**src/plrf_pkg.sv**
```systemverilog
`timescale 1ns / 1ps
// ----------------------------------------------------------------------------
// plrf_pkg
// Shared types, codes and helpers for the piecewise-linear root finder.
// ----------------------------------------------------------------------------
package plrf_pkg;

    // Width of the saturating gradient accumulator
    localparam int ACC_W    = 48;
    // Quotient bits kept by the divider (result range is 0..0x7FFFFFFF)
    localparam int QUO_BITS = 31;

    localparam logic signed [ACC_W-1:0] ACC_MAX = {1'b0, {(ACC_W-1){1'b1}}};
    localparam logic signed [ACC_W-1:0] ACC_MIN = {1'b1, {(ACC_W-1){1'b0}}};
    localparam logic [QUO_BITS-1:0]     POS_MAX = {QUO_BITS{1'b1}};

    // Input request: one hinge pair plus problem scalars
    typedef struct packed {
        logic        [30:0] quad_coef;
        logic signed [31:0] lin_coef;
        logic signed [31:0] start_point;
        logic signed [31:0] slope;
        logic signed [31:0] offset;
        logic               last_item;
    } t_in_req;

    // Output request: one result
    typedef struct packed {
        logic signed [31:0] root;
        logic        [1:0]  outcome;
        logic               saturated;
    } t_out_req;

    // Result kinds
    typedef enum logic [1:0] {
        OUT_START  = 2'd0,
        OUT_BREAK  = 2'd1,
        OUT_LINEAR = 2'd2
    } t_outcome;

    // One sorted breakpoint entry
    typedef struct packed {
        logic [31:0] bp;
        logic [31:0] mag;
    } t_entry;

    // Controller states
    typedef enum logic [3:0] {
        ST_IDLE,
        ST_ITEM,
        ST_BDIV,
        ST_BWAIT,
        ST_INS_RD,
        ST_INS_CMP,
        ST_ITEM_END,
        ST_FINISH,
        ST_S_RD,
        ST_S_MUL,
        ST_S_CMP,
        ST_G_RD,
        ST_G_CHK,
        ST_G_END,
        ST_LDIV,
        ST_LWAIT
    } t_state;

    // Controller -> datapath commands
    typedef struct packed {
        logic     load;
        logic     div_start;
        logic     div_lin;
        logic     bp_latch;
        logic     drop;
        logic     rd;
        logic     rd_prev;
        logic     wr_new;
        logic     wr_shift;
        logic     idx_clr;
        logic     idx_inc;
        logic     mul;
        logic     g_add;
        logic     g_src_rd;
        logic     emit;
        t_outcome emit_sel;
    } t_cmd;

    // Datapath -> controller status
    typedef struct packed {
        logic bp_valid;
        logic last;
        logic full;
        logic idx_zero;
        logic idx_end;
        logic bp_gt;
        logic eq;
        logic hit;
        logic g_nonneg;
        logic count_zero;
        logic div_done;
    } t_stat;

    typedef struct packed {
        logic signed [ACC_W-1:0] val;
        logic                    ovf;
    } t_acc;

    // Saturating add of a 33-bit signed term into the accumulator
    function automatic t_acc sat_add(input logic signed [ACC_W-1:0] a,
                                     input logic signed [32:0] b);
        logic signed [ACC_W:0] sum;
        t_acc                  res;
        sum = {a[ACC_W-1], a} + {{(ACC_W-32){b[32]}}, b};
        res.ovf = (sum[ACC_W] != sum[ACC_W-1]);
        if (res.ovf) begin
            res.val = sum[ACC_W] ? ACC_MIN : ACC_MAX;
        end else begin
            res.val = sum[ACC_W-1:0];
        end
        return res;
    endfunction

endpackage

```
**src/plrf_ctrl.sv**
```systemverilog
`timescale 1ns / 1ps
// ----------------------------------------------------------------------------
// plrf_ctrl
// Controller: sequences load, breakpoint division, sorted insertion, search
// and result hand-off.
// ----------------------------------------------------------------------------
module plrf_ctrl (
    input  logic            i_clk,
    input  logic            i_rst_n,
    input  logic            i_valid,
    output logic            o_stall,
    output logic            o_valid,
    input  logic            i_stall,
    input  plrf_pkg::t_stat i_stat,
    output plrf_pkg::t_cmd  o_cmd
);
    import plrf_pkg::*;

    t_state   r_state;
    t_state   n_state;
    logic     r_ovalid;
    t_outcome r_sel;
    t_outcome n_sel;

    // State and result-select registers
    always_ff @(posedge i_clk) begin
        if (!i_rst_n) begin
            r_state  <= ST_IDLE;
            r_ovalid <= 1'b0;
            r_sel    <= OUT_START;
        end else begin
            r_state <= n_state;
            r_sel   <= n_sel;
            if (o_cmd.emit) begin
                r_ovalid <= 1'b1;
            end else if (r_ovalid && !i_stall) begin
                r_ovalid <= 1'b0;
            end
        end
    end

    // Next state and commands
    always_comb begin
        n_state        = r_state;
        n_sel          = r_sel;
        o_cmd          = '0;
        o_cmd.emit_sel = r_sel;
        unique case (r_state)
            ST_IDLE: begin
                if (i_valid) begin
                    o_cmd.load = 1'b1;
                    n_state    = ST_ITEM;
                end
            end
            ST_ITEM: begin
                if (i_stat.bp_valid) begin
                    n_state = ST_BDIV;
                end else if (i_stat.last) begin
                    n_state = ST_FINISH;
                end else begin
                    n_state = ST_IDLE;
                end
            end
            ST_BDIV: begin
                o_cmd.div_start = 1'b1;
                n_state         = ST_BWAIT;
            end
            ST_BWAIT: begin
                if (i_stat.div_done) begin
                    if (i_stat.full) begin
                        o_cmd.drop = 1'b1;
                        n_state    = ST_ITEM_END;
                    end else begin
                        o_cmd.bp_latch = 1'b1;
                        n_state        = ST_INS_RD;
                    end
                end
            end
            ST_INS_RD: begin
                if (i_stat.idx_zero) begin
                    o_cmd.wr_new = 1'b1;
                    n_state      = ST_ITEM_END;
                end else begin
                    o_cmd.rd_prev = 1'b1;
                    n_state       = ST_INS_CMP;
                end
            end
            ST_INS_CMP: begin
                if (i_stat.bp_gt) begin
                    o_cmd.wr_shift = 1'b1;
                    n_state        = ST_INS_RD;
                end else begin
                    o_cmd.wr_new = 1'b1;
                    n_state      = ST_ITEM_END;
                end
            end
            ST_ITEM_END: begin
                n_state = i_stat.last ? ST_FINISH : ST_IDLE;
            end
            ST_FINISH: begin
                if (i_stat.g_nonneg || i_stat.count_zero) begin
                    n_sel   = OUT_START;
                    n_state = ST_LWAIT;
                end else begin
                    o_cmd.idx_clr = 1'b1;
                    n_state       = ST_S_RD;
                end
            end
            ST_S_RD: begin
                o_cmd.rd = 1'b1;
                n_state  = ST_S_MUL;
            end
            ST_S_MUL: begin
                o_cmd.mul = 1'b1;
                n_state   = ST_S_CMP;
            end
            ST_S_CMP: begin
                if (i_stat.hit) begin
                    n_state = ST_LDIV;
                end else begin
                    o_cmd.g_add   = 1'b1;
                    o_cmd.idx_inc = 1'b1;
                    n_state       = ST_G_RD;
                end
            end
            ST_G_RD: begin
                if (i_stat.idx_end) begin
                    n_state = ST_G_END;
                end else begin
                    o_cmd.rd = 1'b1;
                    n_state  = ST_G_CHK;
                end
            end
            ST_G_CHK: begin
                if (i_stat.eq) begin
                    o_cmd.g_add    = 1'b1;
                    o_cmd.g_src_rd = 1'b1;
                    o_cmd.idx_inc  = 1'b1;
                    n_state        = ST_G_RD;
                end else if (i_stat.g_nonneg) begin
                    n_sel   = OUT_BREAK;
                    n_state = ST_LWAIT;
                end else begin
                    n_state = ST_S_MUL;
                end
            end
            ST_G_END: begin
                if (i_stat.g_nonneg) begin
                    n_sel   = OUT_BREAK;
                    n_state = ST_LWAIT;
                end else begin
                    n_state = ST_LDIV;
                end
            end
            ST_LDIV: begin
                o_cmd.div_start = 1'b1;
                o_cmd.div_lin   = 1'b1;
                n_sel           = OUT_LINEAR;
                n_state         = ST_LWAIT;
            end
            ST_LWAIT: begin
                // Wait for the divider (linear root) and a free output slot
                o_cmd.div_lin = (r_sel == OUT_LINEAR);
                if (!r_ovalid && ((r_sel != OUT_LINEAR) || i_stat.div_done)) begin
                    o_cmd.emit = 1'b1;
                    n_state    = ST_IDLE;
                end
            end
            default: begin
                n_state = ST_IDLE;
            end
        endcase
    end

    assign o_stall = (r_state != ST_IDLE);
    assign o_valid = r_ovalid;

`ifndef SYNTHESIS
    a_emit_slot_free: assert property (@(posedge i_clk) disable iff (!i_rst_n)
        o_cmd.emit |-> !r_ovalid)
        else $error("result written over a pending result");

    a_shift_not_at_zero: assert property (@(posedge i_clk) disable iff (!i_rst_n)
        o_cmd.wr_shift |-> !i_stat.idx_zero)
        else $error("insertion shift below entry zero");

    a_insert_not_full: assert property (@(posedge i_clk) disable iff (!i_rst_n)
        o_cmd.wr_new |-> !i_stat.full)
        else $error("insert into a full breakpoint store");

    a_emit_returns_idle: assert property (@(posedge i_clk) disable iff (!i_rst_n)
        o_cmd.emit |=> (r_state == ST_IDLE) && r_ovalid)
        else $error("emit did not present a result");
`endif

endmodule

```
**config.mk**
```make
export PLATFORM = sky130hd
export DESIGN_NAME = plrf_ctrl
export DESIGN_NICKNAME = d
export VERILOG_FILES = /design/src/plrf_pkg.sv /design/src/plrf_ctrl.sv
export SDC_FILE = /design/constraint.sdc
export NUM_CORES = 1
export LEC_CHECK = 0
export BUFFER_PORTS_ARGS = -buffer_cell sky130_fd_sc_hd__buf_4
export CAP_MARGIN = 15
export CORE_MARGIN = 5
export CORE_UTILIZATION = 46
export DETAILED_ROUTE_END_ITERATION = 6
export GPL_TIMING_DRIVEN = 0
export PLACE_DENSITY = 0.79
export SYNTH_ARGS = -nofsm -noshare
export SYNTH_HDL_FRONTEND = slang
export SYNTH_SLANG_ARGS = --single-unit
```
**constraint.sdc**
```tcl
create_clock -name i_clk -period 1.7 [get_ports i_clk]
set_input_delay 0.34 -clock i_clk [delete_from_list [all_inputs] [get_ports i_clk]]
set_output_delay 0.34 -clock i_clk [all_outputs]
set_load 0.02 [all_outputs]
```
==> results of run 1 <==
[metal layers]
layer	up-vias	share of wire, %
met4	0	4.1
met5	-	0
met3	24	13
li1	505	-
met2	114	47
met1	531	36
[where the power goes]
part	internal, uW	switching [uW]	total (uW)
Sequential	196	46.9	243
Clock	90.6	78.3	169
Combinational	500	486	987
[layout make-up]
type | instances | area [um^2]
plain buffers | 6 | 71.3
multi-input cells | 87 | 657
clock buffers | 4 | 26.3
repair buffers | 46 | 383
inverters | 8 | 33.8
flip-flops and latches | 7 | 155
well taps | 16 | 20.0
fillers | 80 | 195
[how the worst min path moves through the flow]
stage / startpoint / end / slack [ns] / depth (start not counted)
finish: i_rst_n / o_valid / 0.34 / 2
global placement: r_sel[1] / r_sel[1] / 0.50 / 2
detailed placement: r_sel[1] / r_sel[1] / 0.50 / 2
floorplan: i_rst_n / o_valid / 0.46 / 1
CTS: i_rst_n / o_valid / 0.34 / 2
global route: i_rst_n / r_state[2] / 0.35 / 2
[timing repair]
| action | in CTS | in global routing |
|---|---|---|
| hold endpoints to repair | 0 | 0 |
| pin swaps | 3 | 6 |
| resized for setup | 27 | 21 |
| endpoints found under the setup margin | 16 | 15 |
| setup buffers | 10 | 0 |
| gates cloned | 2 | 1 |
[cell families (layout without fill, tap and decap cells)]
| kind of cell | count (synthesis) | count (layout) | synth area share (%) |
|---|---|---|---|
| flops | 7 | 7 | 18.3 |
| buf+inv | 15 | 64 | 9.16 |
| simple gates | 51 | 51 | 37.2 |
| mux | 1 | 1 | 1.96 |
| compound gates | 35 | 35 | 33.4 |
[registers in the layout (all words and copies together) (netlist names)]
register and count:
r_state 4, r_sel 2, o_valid 1
[cell usage in the layout (no fill, tap or decap), types with 3 or more instances in the layout]
cell and instances:
buf_4 41, nor2_1 14, buf_6 7, inv_1 6
o21ai_0 6, nand2_1 5, a211oi_1 4, dfxtp_4 4
nor4_4 3, and3_1 3, a31oi_1 3, o32ai_1 3
a221oi_1 3, clkbuf_4 3, dfxtp_1 3
[per-stage QoR]
step                setup TNS [ns]  area, um^2  setup WS [ns]  instances  util, %
finish                      -0.327        1350        -0.0782        174     87.3
detailed placement         -0.0286        1040        -0.0286        158     67.8
global route                -0.957        1350         -0.129        174     87.3
floorplan                        0         777         0.0438        109        -
CTS                         -0.511        1270         -0.108        174     82.7
global placement                 0        1040         0.0103        158     67.8
==> impl_results.md, run 1 <==
- Slew @ Worst Pin: 0.471 ns
- Pleak: 0.000594 uW
- Final Hold Slack: 0.336 ns
- Drt drc: 0
- Met1 usage: 32.1%
- Overall Global Routing Usage: 27.2%
- First-pass GRT wire length: 5.42 mm
- Met2 Use GR: 44.0%
- GPL Wtd Cong: 0.905
- Final Hold Fails: 0
- Fin. max-slew vios: 0
- Crit. Startpoint: r_state[1]
- Most common cell in the netlist: nor2_1
- Max-cap viol count: 0
- #FFs+latches synth: 7
- Die Width: 50.8 um
- Antenna-violating nets left: 0
- Clock buffer depth: 2
- Core Area: 0.00154 mm^2
- Fmax: 562 MHz
- Total CTS buffers: 3
- Pwr dens: 1040 mW/mm^2
- Tcrit/Tclk final: 105%
- H-Tree Depth: 1
- R2R setup slack: 0.10 ns
- Initial Util: 49.6%
- 1st-iter DRT viols: 62
- Fin worst setup slack: -0.0782 ns
- CP Class: reg -> out
- Clock latency at the later pin of the worst-skew pair: 0.26 ns
- GRT busiest layer: met2
- # setup viols final: 9
- Clk root buf: clkbuf_4
- DIE AREA: 0.00258 mm^2
- Required time worst endpoint: 1.36 ns
- Antenna cells: 0
- Worst r2r dst: r_state[0]
- Total Power: 1400 uW
- Synthesis-to-finish area growth: 76.1%
- Asr flop ratio synth: 0%
- Peak VDD IR: 0.611 mV
- Congestion Overflow GR: 0
- Cts hold-fix bufs: 0
- Clock skew: 0.00386 ns
- Post-synth EDFFs: 0
- Number of distinct library cells after synthesis: 37
- Worst Path Max Fanout: 7
- Bufs and invs on worst path: 1
- Status: finished with violations
- Vias per cell: 6.75
- Slowest stage cell, crit path: or3b_4
- Rel. slew slack: 68.5%
- CTS tree: yes
- Vias in the first global route: 1118
- Clock sink count: 7
- Initial antenna violation count: 0
- Layout cells sized above 1: 52.5%
- CP max stage delay: 0.43 ns
- Worst Hold Class: in -> reg
- Critical path startpoint category: flip-flop
- Failing checks: negative setup slack
- Synth Cell Area: 764 um^2
- 1st-pass router iterations: 4
- Largest delay share family, worst path: simple AND/OR/NAND/NOR gates
- RR Startpoint: r_state[2]
- CP Cell Sequence: or3b_4 > nor3b_4 > buf_6
- # IOs: 34
- Post-Synthesis Cells: 109
- Syn avg cell area: 7.01 um^2
- Via Count: 1174
- Clock-pin slew on the worst setup and hold paths: 0.06 ns
- FP Rows: 14
- R2R depth: 5
- DP HPWL: 1.92 mm
- Nets: 174
- Crit path arrival time: 1.44 ns
- Largest net degree at the start of global routing: 12
- Yosys warns: 0
- Post-detailed-routing wire length: 3.62 mm
- Tmin final: 1.78 ns
- Vert. Die Dim: 50.8 um
- Synth Flop Type: dfxtp_1
- Synth area leader: dfxtp_1
- Critical path depth in cells: 3
- WL per Instance: 20.8 um
- Met3 Usage GRT: 8.28%
- Synth top cells by count: nor2_1 (17), dfxtp_1 (7), inv_1 (7), nand2_1 (7), o21ai_0 (6)
- RSZ-0062 raised after global routing: yes
- Crit end category: primary output
- Post-synth top area share: 18.3%
- Syn Nets: 124
- I/O Buffers: 33
- Seq/Total Area, Yosys: 18.3%
- Largest cells by area after synthesis: dfxtp_1 (18%), nor2_1 (8.3%), a211oi_1 (4.9%), o21ai_0 (3.9%), inv_1 (3.4%)
- Crit path to: o_cmd[9]
Note: power is estimated with default switching activity, not from simulation.
==> run 2, diff against run 1 <==
GPL_TIMING_DRIVEN = not set   (was 0)
==> impl_results.md, run 2 (synthesis gave the netlist of run 1 again) <==
- Slowest stage cell, crit path: or3b_4
- Die Width: 50.8 um (unchanged)
- Peak VDD IR: 0.586 mV (-4.0%)
- First-pass GRT wire length: 4.49 mm (-17%)
- DP Area: 0.00106 mm^2 (+1.9%)
- Pleak: 0.000585 uW (-1.5%)
- Total Power: 1200 uW (-14%)
- Clock sink count: 7 (unchanged)
- R2R setup slack: 0.17 ns (+0.07 ns)
- CTS tree: yes
- Cts hold-fix bufs: 0 (unchanged)
- Crit path arrival time: 1.39 ns (-0.05 ns)
- H-Tree Depth: 1 (unchanged)
- Hold_sp: i_rst_n
- Vias in the first global route: 972 (-13%)
- Hold Crit Endpoint: r_sel[0]
- Worst r2r dst: r_state[1]
- Layout cells sized above 1: 51.9% (-0.63 points)
- Clock latency at the later pin of the worst-skew pair: 0.26 ns (about the same)
- Fin. max-slew vios: 0 (unchanged)
- Drt drc: 0 (unchanged)
- DIE AREA: 0.00258 mm^2 (unchanged)
- FILL cells: 99 (+24%)
- Initial antenna violation count: 0 (unchanged)
- Post-layout util: 83.2% (-4.1 points)
- Vias per cell: 6.39 (-5.3%)
- Tmin final: 1.73 ns (-0.0525 ns)
- Clock skew: 0.00385 ns (-0.00000694 ns)
- WL per Instance: 17.9 um (-14%)
- Placed Instances: 159 (+0.63%)
- Leading cell type in the layout, fill and taps excluded: buf_4
- RR Startpoint: r_state[1]
- Cell count of the worst hold path: 2 (unchanged)
- Required time worst endpoint: 1.36 ns (about the same)
- Antenna-violating nets left: 0 (unchanged)
- Crit end category: primary output
- # IOs: 34 (unchanged)
- Initial Util: 49.6% (unchanged)
- I/O Buffers: 33 (unchanged)
- Clock buffer depth: 2 (unchanged)
- Final Hold Fails: 0 (unchanged)
- Slew @ Worst Pin: 0.378 ns (-0.0932 ns)
- Vert. Die Dim: 50.8 um (unchanged)
- # setup viols final: 5 (-4)
- Synthesis-to-finish area growth: 67.8%
- Fin worst setup slack: -0.0257 ns (+0.0525 ns)
- Clk root buf: clkbuf_4
- Post-detailed-routing wire length: 3.12 mm (-14%)
- RSZ-0062 raised after global routing: yes
- Design Area, Final: 0.00128 mm^2 (-4.7%)
- CP max stage delay: 0.42 ns (about the same)
- Tcrit/Tclk final: 102% (-3.1 points)
- Status: finished with violations
- Crit. Startpoint: r_state[3]
- FP Rows: 14 (unchanged)
- Largest net degree at the start of global routing: 18 (+6)
- Core Area: 0.00154 mm^2 (unchanged)
- Failing checks: negative setup slack
- Pwr dens: 934 mW/mm^2 (-10%)
- 1st-iter DRT viols: 68 (+9.7%)
- Max-cap viol count: 0 (unchanged)
- Congestion Overflow GR: 0 (unchanged)
- R2R depth: 6 (+1)
- Clock-pin slew on the worst setup and hold paths: 0.06 ns (about the same)
- Worst Hold Class: in -> reg
- Rel. slew slack: 74.6% (+6.0 points)
- Overall Global Routing Usage: 22.2% (-5.0 points)
- Largest register by flop count: r_state
- Antenna cells: 0 (unchanged)
- Final Hold Slack: 0.356 ns (+0.0199 ns)
- CP Cell Sequence: or3b_4 > nor3b_4 > buf_6
- 1st-pass router iterations: 4 (unchanged)
- DP HPWL: 1.98 mm (+3.4%)
- Fin cells: 174 (unchanged)
- GPL Wtd Cong: 0.848 (-6.3%)
- Fmax: 579 MHz (+3.0%)
- Nets: 174 (unchanged)
- Critical path startpoint category: flip-flop
- CP Class: reg -> out
- Via Count: 1112 (-5.3%)
- Worst Path Max Fanout: 3 (-4)
- Number of flip-flops in the largest register: 4 (unchanged)
- Total CTS buffers: 3 (unchanged)
- Commonest non-fill, non-tap cells in the layout: buf_4 (48), nor2_1 (15), inv_1 (6), o21ai_0 (6), nand2_1 (5)
## run 2: changes by cell type in the layout (fill, tap and decap cells not counted), sizes merged
cell / previous run / this run
bufbuf: 1 / 0
buf: 51 / 52
## run 2: final cells by class
| class | instances | area [um^2] | share of cell area, % |
|---|---|---|---|
| Multi-Input combinational cell | 87 | 638 | 49.8 |
| Timing Repair Buffer | 52 | 409 | 31.9 |
| Sequential cell | 7 | 155 | 12.1 |
| Inverter | 8 | 33.8 | 2.63 |
| Clock buffer | 4 | 26.3 | 2.05 |
| Tap cell | 16 | 20.0 | 1.56 |
## run 2: worst max path at each step
stage | end | depth (start not counted)
after floorplan | o_cmd[7] | 4
after global routing | o_cmd[11] | 5
after CTS | o_cmd[9] | 3
after detailed placement | o_cmd[7] | 4
final | o_cmd[9] | 3
after global placement | o_cmd[9] | 3
## run 2: routing by layer
metal / vias to the layer above / part of all wire, % / track usage, %
met3: 19 / 8.1 / 3.85
met2: 76 / 46 / 37.4
met5: - / 0 / 0
met4: 0 / 4.2 / 6.38
met1: 509 / 41 / 28.6
li1: 508 / - / -
## run 2: critical path, delay by kind of cell, from the launching register on
family / cells / cell delay, ns
buffers and inverters: 1 / 0.14
DFF: 1 / 0.35
and+or+nand+nor: 2 / 0.63
## run 2: report_power, final
| group | internal (uW) | switching (uW) | total (uW) | leakage (uW) |
|---|---|---|---|---|
| registers | 196 | 39.8 | 236 | 0.0000597 |
| logic | 381 | 417 | 798 | 0.000511 |
| clock network | 90.4 | 73.7 | 164 | 0.0000150 |
| total | 668 | 530 | 1200 | 0.000585 |
## run 2: stage by stage
stage / setup slack, ns / setup TNS [ns]
after floorplan: 0.0438 / 0
after global placement: 0.142 / 0
after detailed placement: 0.0416 / 0
after CTS: -0.0431 / -0.0431
after global routing: -0.0813 / -0.547
final: -0.0257 / -0.0739
## run 2: repair_timing
action / 4_1_cts / 5_1_grt
resized for setup: 16 / 14
pin swaps: 3 / 7
setup endpoints to repair: 14 / 13
setup buffers: 7 / 4
==> run 3, diff against run 2 <==
REMOVE_ABC_BUFFERS = 1   (was not set)
==> impl_results.md, run 3 (synthesis gave the netlist of run 1 again) <==
- Status: finished with violations
- Failing checks: negative setup slack
- Pwr dens: 1000 mW/mm^2 (+7.4%)
- Cell count of the worst hold path: 2 (unchanged)
- Fin. max-slew vios: 0 (unchanged)
- Core Area: 0.00154 mm^2 (unchanged)
- Pleak: 0.000605 uW (+3.4%)
- Required time worst endpoint: 1.36 ns (about the same)
- R2R depth: 6 (unchanged)
- Nets: 176 (+1.1%)
- Switch Pwr: 581 uW (+9.6%)
- Largest net degree at the start of global routing: 19 (+1)
- DIE AREA: 0.00258 mm^2 (unchanged)
- CP max stage delay: 0.42 ns (about the same)
- H-Tree Depth: 1 (unchanged)
- Initial Util: 49.6% (unchanged)
- Tmin final: 1.74 ns (+0.0167 ns)
- # setup viols final: 5 (unchanged)
- Worst Hold Class: in -> reg
- Clock skew: 0.00339 ns (-0.000458 ns)
- Worst Path Max Fanout: 3 (unchanged)
- Largest register by flop count: r_state
- Antenna cells: 0 (unchanged)
- Commonest non-fill, non-tap cells in the layout: buf_4 (47), nor2_1 (13), inv_1 (6), o21ai_0 (6)
- P_int: 763 uW (+14%)
- CP Class: reg -> out
- Initial antenna violation count: 0 (unchanged)
- CP Cell Sequence: or3b_4 > nor3b_4 > buf_6
- TNS Setup: -0.0635 ns (+0.0103 ns)
- # IOs: 34 (unchanged)
- Final Hold Fails: 0 (unchanged)
- Fin worst setup slack: -0.0424 ns (-0.0167 ns)
- Drt drc: 0 (unchanged)
- Vias per cell: 6.74 (+5.5%)
- First-pass GRT wire length: 4.24 mm (-5.4%)
- Clock share of power: 11.7% (-2.0 points)
- FP Rows: 14 (unchanged)
- Layout cells sized above 1: 52.5% (+0.60 points)
- Clock latency at the later pin of the worst-skew pair: 0.25 ns (about the same)
- Via Count: 1187 (+6.7%)
- RSZ-0062 raised after global routing: yes
- 1st-pass router iterations: 5 (+1)
- Clock sink count: 7 (unchanged)
- Total Power: 1340 uW (+12%)
- R2R setup slack: 0.01 ns (-0.16 ns)
- Overall Global Routing Usage: 20.5% (-1.7 points)
- CTS tree: yes
- Congestion Overflow GR: 0 (unchanged)
- Slowest stage cell, crit path: or3b_4
- Clock buffer depth: 2 (unchanged)
- Clock-pin slew on the worst setup and hold paths: 0.06 ns (about the same)
- Vias in the first global route: 983 (+1.1%)
- Tcrit/Tclk final: 102% (+0.98 points)
- Synthesis-to-finish area growth: 75.3%
- Clk root buf: clkbuf_4
- Post-detailed-routing wire length: 3.43 mm (+10%)
- WL per Instance: 19.5 um (+8.8%)
- Comb pwr share: 70.3% (+3.7 points)
- Max-cap viol count: 0 (unchanged)
- GPL Wtd Cong: 0.864 (+2.0%)
- Peak VDD IR: 0.610 mV (+4.0%)
- 1st-iter DRT viols: 69 (+1.5%)
- Vert. Die Dim: 50.8 um (unchanged)
- Sequential Power Share: 18.0% (-1.7 points)
- Slew @ Worst Pin: 0.366 ns (-0.0115 ns)
- I/O Buffers: 33 (unchanged)
- Antenna-violating nets left: 0 (unchanged)
- Crit path arrival time: 1.40 ns (about the same)
- Number of flip-flops in the largest register: 4 (unchanged)
- Fmax: 574 MHz (-0.96%)
- Leading cell type in the layout, fill and taps excluded: buf_4
- Rel. slew slack: 75.5% (+0.98 points)
- Die Width: 50.8 um (unchanged)
- Total CTS buffers: 3 (unchanged)
- Post-layout util: 86.9% (+3.7 points)
- Critical path startpoint category: flip-flop
- Crit end category: primary output
- DP HPWL: 1.89 mm (-4.5%)
- Switching portion of total power: 43.2% (-1.0 points)
## run 3: changes by cell type in the layout (fill, tap and decap cells not counted), moves of 2 or more
| cell | before | now |
|---|---|---|
| buf_6 | 3 | 1 |
| clkbuf_16 | 0 | 2 |
| nor2_2 | 2 | 4 |
| nor2_1 | 15 | 13 |
| buf_12 | 0 | 2 |
## run 3: timing repair
item | CTS | global route
endpoints found under the hold margin | 0 | 0
gates resized for setup | 10 | 23
hold buffers | 0 | 0
pin swaps | 1 | 6
cloned | 0 | 2
endpoints found under the setup margin | 12 | 13
buffers inserted | 3 | 10
## run 3: per-layer routing
| layer | global-route usage, % | wire length [um] | vias to the layer above | part of all wire [%] |
|---|---|---|---|---|
| li1 | - | - | 510 | - |
| met1 | 24.4 | 1230 | 546 | 36 |
| met2 | 34.9 | 1640 | 104 | 48 |
| met3 | 4.73 | 400 | 27 | 12 |
| met4 | 8.51 | 161 | 0 | 4.7 |
| met5 | 0 | 0 | - | 0 |
## run 3: final timing paths
check	start	to
setup reg to reg	r_state[0]	r_state[0]
hold reg to reg	r_sel[1]	r_sel[1]
setup / recovery	r_state[2]	o_cmd[9]
hold / removal	i_rst_n	o_valid
## run 3: worst max-delay path: cells and delay by family, from the launching register on
kind	cells	cell delay (ns)
flip-flops	1	0.37
AND/OR/NAND/NOR	2	0.63
buffers and inverters	1	0.15
## run 3: power groups by stage
| stage | Sequential, uW | Clock (uW) | Combinational, uW |
|---|---|---|---|
| floorplan | 256 | 0 | 336 |
| global placement | 211 | 0 | 578 |
| detailed placement | 211 | 0 | 590 |
| CTS | 212 | 154 | 626 |
| global route | 245 | 167 | 991 |
| finish | 242 | 157 | 946 |
## run 3: per-stage QoR
stage / std cells / instance area, um^2 / hold slack (ns) / setup slack, ns
finish: 176 / 1340 / 0.363 / -0.0424
global route: 176 / 1340 / 0.363 / -0.123
CTS: 164 / 1140 / 0.363 / -0.0276
detailed placement: 157 / 1040 / 0.524 / 0.0924
global placement: 157 / 1040 / 0.519 / 0.140
floorplan: 102 / 724 / 0.457 / -0.332
## run 3: cell type report
class	count	area, um^2
clock buffer	4	26.3
inverter	8	33.8
tap	16	20.0
sequential	7	151
fill	72	201
timing repair buffer	54	484
multi-input combinational	87	624
